[config.mk]
export PLATFORM = sky130hd
export DESIGN_NAME = fisr_op
export DESIGN_NICKNAME = d
export VERILOG_FILES = /design/src/rtl/fisr_pkg.sv /design/src/rtl/fisr_op.sv
export SDC_FILE = /design/constraint.sdc
export NUM_CORES = 2
export LEC_CHECK = 0
export BUFFER_PORTS_ARGS = -buffer_cell sky130_fd_sc_hd__buf_2
export CAP_MARGIN = 25
export CORE_UTILIZATION = 40
export DETAILED_ROUTE_END_ITERATION = 7
export GPL_TIMING_DRIVEN = 0
export REMOVE_ABC_BUFFERS = 1
export SYNTH_ARGS = -nofsm -noshare
export SYNTH_HDL_FRONTEND = slang
export SYNTH_SLANG_ARGS = --single-unit
[constraint.sdc]
create_clock -name clk -period 16.5 [get_ports clk]
set_input_delay 0.825 -clock clk [delete_from_list [all_inputs] [get_ports clk]]
set_output_delay 0.825 -clock clk [all_outputs]
set_load 0.1 [all_outputs]
[src/rtl/fisr_pkg.sv]
// ---------------------------------------------------------------------------
// fisr_pkg: shared types and float helpers for the inverse square root
// single-precision multiply/add front ends, leading-one search and rounding
// ---------------------------------------------------------------------------
package fisr_pkg;

  localparam logic [31:0] MAGIC_K     = 32'h5f3759df;
  localparam logic [31:0] F_HALF      = 32'h3F000000;
  localparam logic [31:0] F_THREEHALF = 32'h3FC00000;
  localparam logic [31:0] F_INF       = 32'h7F800000;
  localparam logic [31:0] F_QNAN      = 32'h7FC00000;

  // operation select of one arithmetic unit
  localparam logic OP_MUL = 1'b0;
  localparam logic OP_ADD = 1'b1;

  // unrounded result: value = sig * 2^(e - 150), or a ready special value
  typedef struct packed {
    logic               spec;
    logic [31:0]        spec_val;
    logic               sgn;
    logic signed [11:0] e;
    logic [63:0]        sig;
  } pre_t;

  function automatic logic f_isnan(input logic [31:0] a);
    return a[30:0] > F_INF[30:0];
  endfunction

  function automatic logic f_isinf(input logic [31:0] a);
    return a[30:0] == F_INF[30:0];
  endfunction

  function automatic logic f_iszero(input logic [31:0] a);
    return a[30:0] == 31'd0;
  endfunction

  function automatic logic [23:0] f_mant(input logic [31:0] a);
    return {(a[30:23] != 8'd0), a[22:0]};
  endfunction

  function automatic logic signed [11:0] f_exp(input logic [31:0] a);
    return (a[30:23] == 8'd0) ? 12'sd1 : $signed({4'b0, a[30:23]});
  endfunction

  // multiply front end: specials and exact product
  function automatic pre_t mul_pre(input logic [31:0] a, input logic [31:0] b);
    pre_t r;
    r.spec     = 1'b0;
    r.spec_val = 32'd0;
    r.sgn      = a[31] ^ b[31];
    r.e        = f_exp(a) + f_exp(b) - 12'sd150;
    // full 48-bit product of the two 24-bit significands
    r.sig      = {16'd0, {24'd0, f_mant(a)} * {24'd0, f_mant(b)}};
    if (f_isnan(a) || f_isnan(b)) begin
      r.spec = 1'b1; r.spec_val = F_QNAN;
    end else if (f_isinf(a)) begin
      r.spec = 1'b1; r.spec_val = f_iszero(b) ? F_QNAN : {r.sgn, F_INF[30:0]};
    end else if (f_isinf(b)) begin
      r.spec = 1'b1; r.spec_val = f_iszero(a) ? F_QNAN : {r.sgn, F_INF[30:0]};
    end else if (f_iszero(a) || f_iszero(b)) begin
      r.spec = 1'b1; r.spec_val = {r.sgn, 31'd0};
    end
    return r;
  endfunction

  // add front end: specials, alignment and exact sum with sticky
  function automatic pre_t add_pre(input logic [31:0] a, input logic [31:0] b);
    pre_t r;
    logic [31:0] hi, lo;
    logic signed [11:0] eh, el, d;
    logic [63:0] big, sml;
    logic signed [11:0] e;
    r.spec     = 1'b0;
    r.spec_val = 32'd0;
    r.sgn      = 1'b0;
    r.e        = 12'sd0;
    r.sig      = 64'd0;
    if (f_exp(a) < f_exp(b)) begin
      hi = b; lo = a;
    end else begin
      hi = a; lo = b;
    end
    eh = f_exp(hi);
    el = f_exp(lo);
    d  = eh - el;
    if (d <= 12'sd36) begin
      big = {40'd0, f_mant(hi)} << d[5:0];
      sml = {40'd0, f_mant(lo)};
      e   = el;
    end else begin
      big = {40'd0, f_mant(hi)} << 3;
      sml = 64'd1;
      e   = eh - 12'sd3;
    end
    r.e = e;
    if (hi[31] == lo[31]) begin
      r.sgn = hi[31]; r.sig = big + sml;
    end else if (big > sml) begin
      r.sgn = hi[31]; r.sig = big - sml;
    end else if (sml > big) begin
      r.sgn = lo[31]; r.sig = sml - big;
    end else begin
      r.spec = 1'b1; r.spec_val = 32'd0;
    end
    if (f_isnan(a) || f_isnan(b)) begin
      r.spec = 1'b1; r.spec_val = F_QNAN;
    end else if (f_isinf(a) && f_isinf(b) && (a[31] != b[31])) begin
      r.spec = 1'b1; r.spec_val = F_QNAN;
    end else if (f_isinf(a)) begin
      r.spec = 1'b1; r.spec_val = a;
    end else if (f_isinf(b)) begin
      r.spec = 1'b1; r.spec_val = b;
    end else if (f_iszero(a) && f_iszero(b)) begin
      r.spec = 1'b1; r.spec_val = a & b;
    end else if (f_iszero(a)) begin
      r.spec = 1'b1; r.spec_val = b;
    end else if (f_iszero(b)) begin
      r.spec = 1'b1; r.spec_val = a;
    end
    return r;
  endfunction

  // position of the highest set bit
  function automatic logic [5:0] lead_pos(input logic [63:0] sig);
    logic [5:0] p;
    p = 6'd0;
    for (int i = 0; i < 64; i++) begin
      if (sig[i]) p = 6'(i);
    end
    return p;
  endfunction

  // round to nearest even and pack
  function automatic logic [31:0] round_pack(input pre_t r, input logic [5:0] p);
    logic signed [11:0] s, ef;
    logic [7:0]  sa;
    logic [5:0]  sl;
    logic [63:0] q, rem, half;
    logic [33:0] mag;
    logic [11:0] eb;
    s = $signed({6'd0, p}) - 12'sd23;
    if (12'sd1 - r.e > s) s = 12'sd1 - r.e;
    ef   = r.e + s;
    sa   = s[7:0];
    sl   = 6'(-s);
    rem  = 64'd0;
    half = 64'd0;
    if (s < 12'sd0) begin
      q = r.sig << sl;
    end else if (s == 12'sd0) begin
      q = r.sig;
    end else if (s > $signed({6'd0, p}) + 12'sd1) begin
      q = 64'd0;
    end else begin
      rem  = r.sig & ~(64'hFFFF_FFFF_FFFF_FFFF << sa);
      half = 64'd1 << (sa - 8'd1);
      q    = r.sig >> sa;
      if (rem > half || (rem == half && q[0])) q = q + 64'd1;
    end
    eb  = ef - 12'sd1;
    mag = ({22'd0, eb} << 23) + q[33:0];
    if (r.spec) return r.spec_val;
    if (r.sig == 64'd0) return {r.sgn, 31'd0};
    if (mag >= {2'b0, F_INF}) return {r.sgn, F_INF[30:0]};
    return {r.sgn, mag[30:0]};
  endfunction

endpackage

[src/rtl/fisr_op.sv]
// ---------------------------------------------------------------------------
// fisr_op: three-stage single-precision multiply or add
// stage 1 exact product or aligned sum, stage 2 leading-one search,
// stage 3 round and pack; a side word rides along
// ---------------------------------------------------------------------------
module fisr_op
  import fisr_pkg::*;
(
  input  logic        clk,
  input  logic        rst_n,
  input  logic        en,
  input  logic        op_sel,
  input  logic        in_valid,
  input  logic [31:0] a,
  input  logic [31:0] b,
  input  logic [31:0] side_in,
  output logic        out_valid,
  output logic [31:0] res,
  output logic [31:0] side_out
);

  logic        v1_r, v2_r, v3_r;
  pre_t        pre1_r, pre1_nxt, pre2_r;
  logic [5:0]  pos_r;
  logic [31:0] res_r;
  logic [31:0] side1_r, side2_r, side3_r;

  // front end by operation
  always_comb begin
    case (op_sel)
      OP_MUL:  pre1_nxt = mul_pre(a, b);
      OP_ADD:  pre1_nxt = add_pre(a, b);
      default: pre1_nxt = mul_pre(a, b);
    endcase
  end

  // valid bits
  always_ff @(posedge clk) begin
    if (!rst_n) begin
      v1_r <= 1'b0;
      v2_r <= 1'b0;
      v3_r <= 1'b0;
    end else if (en) begin
      v1_r <= in_valid;
      v2_r <= v1_r;
      v3_r <= v2_r;
    end
  end

  // payload stages
  always_ff @(posedge clk) begin
    if (en) begin
      pre1_r  <= pre1_nxt;
      side1_r <= side_in;
      pre2_r  <= pre1_r;
      pos_r   <= lead_pos(pre1_r.sig);
      side2_r <= side1_r;
      res_r   <= round_pack(pre2_r, pos_r);
      side3_r <= side2_r;
    end
  end

  assign out_valid = v3_r;
  assign res       = res_r;
  assign side_out  = side3_r;

`ifndef SYNTH
  a_adv: assert property (@(posedge clk) disable iff (!rst_n)
    en |=> (v1_r == $past(in_valid)) && (v2_r == $past(v1_r)))
    else $error("valid bit lost in advance");
  a_hold: assert property (@(posedge clk) disable iff (!rst_n)
    (!en && v3_r) |=> v3_r && $stable(res_r))
    else $error("result changed during stall");
  a_nan: assert property (@(posedge clk) disable iff (!rst_n)
    (v3_r && res_r[30:23] == 8'hFF && res_r[22:0] != 23'd0) |-> res_r == F_QNAN)
    else $error("non-canonical nan");
`endif

endmodule
==> summary.md <==
| Metric | Value |
|---|---|
| Syn Std Cell Area | `57100 um2` |
| Pre-CTS setup slack | `520 ps` |
| CTS Buf Count | `35` |
| Clock sink total | `between 300 and 400` |
| Num ports | `around 170` |
| IO buf count | `between 150 and 200` |
| Crit-path slowest cell | `mux2i_4` |
| Clock latency on the worst-skew pair | `560 ps` |
| Count leader, synth | `nand2_1` |
| Post-CTS setup buffer count | `0` |
| Resize count post-CTS | `0` |
| Fin worst setup slack | `approximately 650 ps` |
| Final Setup Violations | `0` |
| Pin count of the biggest net entering global routing | `~140` |
| Chip Width | `~380 um` |
| Tightest Hold Check Type | `flip-flop to flip-flop` |
| Synth area leaders | `edfxtp_1 (19%), fa_1 (17%), ha_1 (8.6%), nand2_1 (5.6%), inv_1 (4.7%)` |
| Top post-synthesis cells by count | `nand2_1 (855), inv_1 (711), fa_1 (490)` |
| Ys async rst share | `0` |
| Max Cap Viol | `0` |
| Buf/Inv on CP | `6` |
| Crit end category | `flip-flop` |
| Global Route Usage Sum | `0.334` |
| Slew Limit Fails | `0` |
| Synth cell types | `between 100 and 150` |
| Placed Area | `~60000 um2` |
| CP Launch Type | `flip-flop` |
| DRT iter0 DRCs | `6740` |
| Drt first pass iters | `8` |
| Reg area | `about 11000 um2` |
| TNS Setup | `0 ps` |
| Multi-input gate area | `between 40000 and 50000 um2` |
| Via count | `between 50000 and 60000` |
| DRC Markers | `9` |
| Tcrit/Tclk final | `0.961` |
| Final Cell Area | `approximately 60000 um2` |
| Share of the synthesized area in the top cell type | `0.186` |
| Syn Inst Count | `6739` |
| RSZ-0062 raised after global routing | `false` |
| Number of global-route vias before repair | `53583` |
| H-tree levels | `2` |
| Die Ht | `380 um` |
| Most area-hungry cell type in the Yosys netlist | `edfxtp_1` |
| Fmax | `approximately 0.063 GHz` |
| Tmin final | `approximately 16000 ps` |
| Critical path's top delay family | `simple AND/OR/NAND/NOR gates` |
| ANT nets after route | `0` |
| Kind of critical path | `flip-flop to flip-flop` |
| Status | `finished with violations` |
| WL final | `approximately 250000 um` |
| Synth-to-layout area growth | `7.99%` |
| Clk buf depth | `3` |
| Slew @ Worst Pin | `between 1000 and 1500 ps` |
| Synth warn | `0` |
| Final hold vios | `0` |
| Share of cells above drive strength 1 | `0.0875` |
| CTS tree | `built` |
| DP HPWL | `~190000 um` |
| Vias per std cell | `around 6.5` |
| Starting Density | `0.403` |
| Worst-path fanout max | `between 40 and 50` |
| Global placer's final weighted congestion | `around 1.1` |
| First-pass GRT wire length | `roughly 360000 um` |
| Wire length per cell | `between 20 and 30 um` |
| Final net count | `between 7000 and 8000` |
| Worst path most repeated cell | `nand2_1` |
| Crit path DAT | `16280 ps` |
| Register area share after synthesis | `0.187` |
| WP data required | `16930 ps` |
| Root buffer cell | `clkbuf_16` |
| EDFF count, synth | `roughly 350` |
| Area of the core | `142000 um2` |
| FF+latch count, synth | `~360` |
| Layout Skew | `between 20 and 25 ps` |
| Normalized max-slew margin | `0.149` |
| Row count | `around 140` |
| Die area | `roughly 140000 um2` |
| Syn avg cell area | `about 8.5 um2` |
| Crit-path max cell delay | `770 ps` |
| Hold buffer count at cts | `0` |
| Failing checks | `design-rule violations` |
| Initial antenna violation count | `32` |
| Filler Cells Inserted | `between 10000 and 15000` |
| Clock transition at path regs | `about 70 ps` |
| Post-synth top flop | `edfxtp_1` |
| Total congestion overflow | `0` |
[path summary, 6_finish.rpt]
check | from | end | slack (ps) | cells past startpoint
worst max register to register | pre2_r[65]$_DFFE_PP_ | res[19]$_DFFE_PP_ | 650 | 52
worst max-delay path | pre2_r[65]$_DFFE_PP_ | res[19]$_DFFE_PP_ | 650 | 52
worst min register to register | pre1_r[102]$_DFFE_PP_ | pre2_r[102]$_DFFE_PP_ | 410 | 0
worst min-delay path | pre1_r[102]$_DFFE_PP_ | pre2_r[102]$_DFFE_PP_ | 410 | 0
[registers in the layout (all words and copies together), names as in the netlist]
register / cells
v1_r: 1
pos_r: 6
pre1_r: 110
out_valid: 1
res: 32
side2_r: 32
side1_r: 32
pre2_r: 110
v2_r: 1
side_out: 32
[through the flow]
stage,hold WS (ps),instances,utilization
final,409,8507,0.436
after global routing,408,8498,0.436
after CTS,398,8482,0.434
after detailed placement,405,8419,0.426
after global placement,400,8323,0.413
after floorplan,400,6268,-
[worst register-to-register path: cells and delay by family (launching register included)]
| kind | cells | cell delay, ps |
|---|---|---|
| and+or+nand+nor | 22 | 6250 |
| AOI/OAI and AO/OA | 15 | 4200 |
| adders and majority gates | 5 | 1780 |
| buffers and inverters | 6 | 1450 |
| muxes | 1 | 790 |
| DFF | 1 | 640 |
| xor gates and xnor gates | 3 | 620 |
[cell families (layout without fill, tap and decap cells)]
group	Yosys count	count (layout)	synth area share
DFF	357	357	0.187
muxes	275	275	0.0631
buffers and inverters	1190	1053	0.0806
adders and majority gates	883	883	0.258
xor gates and xnor gates	201	201	0.0313
AOI/OAI and AO/OA	1614	1614	0.197
and+or+nand+nor	2219	2219	0.183
other	0	15	0
[placed cells by master (no fill, tap or decap), types with 35 or more instances in the layout]
| cell type | instances |
|---|---|
| nand2_1 | 854 |
| inv_1 | 709 |
| fa_1 | 489 |
| nor2_1 | 414 |
| ha_1 | 390 |
| edfxtp_1 | 354 |
| a21oi_1 | 352 |
| and2_1 | 225 |
| o21ai_0 | 213 |
| buf_2 | 173 |
| nor3_1 | 159 |
| mux2i_1 | 156 |
| nand3_1 | 144 |
| xnor2_1 | 128 |
| o22ai_1 | 102 |
| a211oi_1 | 72 |
| a21o_1 | 70 |
| o211ai_1 | 69 |
| nor4_1 | 68 |
| nand4_1 | 62 |
| o221ai_1 | 61 |
| mux4_2 | 61 |
| xor2_1 | 59 |
| a31oi_1 | 56 |
| o21bai_1 | 56 |
| o31ai_1 | 54 |
| or2_2 | 54 |
| a22oi_1 | 53 |
| mux2_2 | 48 |
| a221oi_1 | 48 |
| or3_1 | 45 |
| o21a_1 | 43 |
| and3_1 | 38 |
| nand2b_1 | 37 |
| a221o_1 | 35 |
| clkbuf_16 | 35 |
[metal layers]
layer | wire length (um) | vias up | GRT usage
met5 | 208 | - | 0
met4 | 17300 | 32 | 0.197
met3 | 25400 | 934 | 0.0780
met2 | 109000 | 3455 | 0.518
met1 | 96400 | 27438 | 0.424
li1 | - | 23574 | -
[cell type report]
class	instances	share of cell area
diodes	15	0.000608
repair buffers	271	0.0412
clock inverters	21	0.00442
flip-flops and latches	357	0.173
inverters	719	0.0439
clock buffers	42	0.0149
well taps	1890	0.0383
multi-input cells	5192	0.683
Power is not shown: default switching activity piles up to over one toggle a cycle in this logic, so the estimate is an artifact.
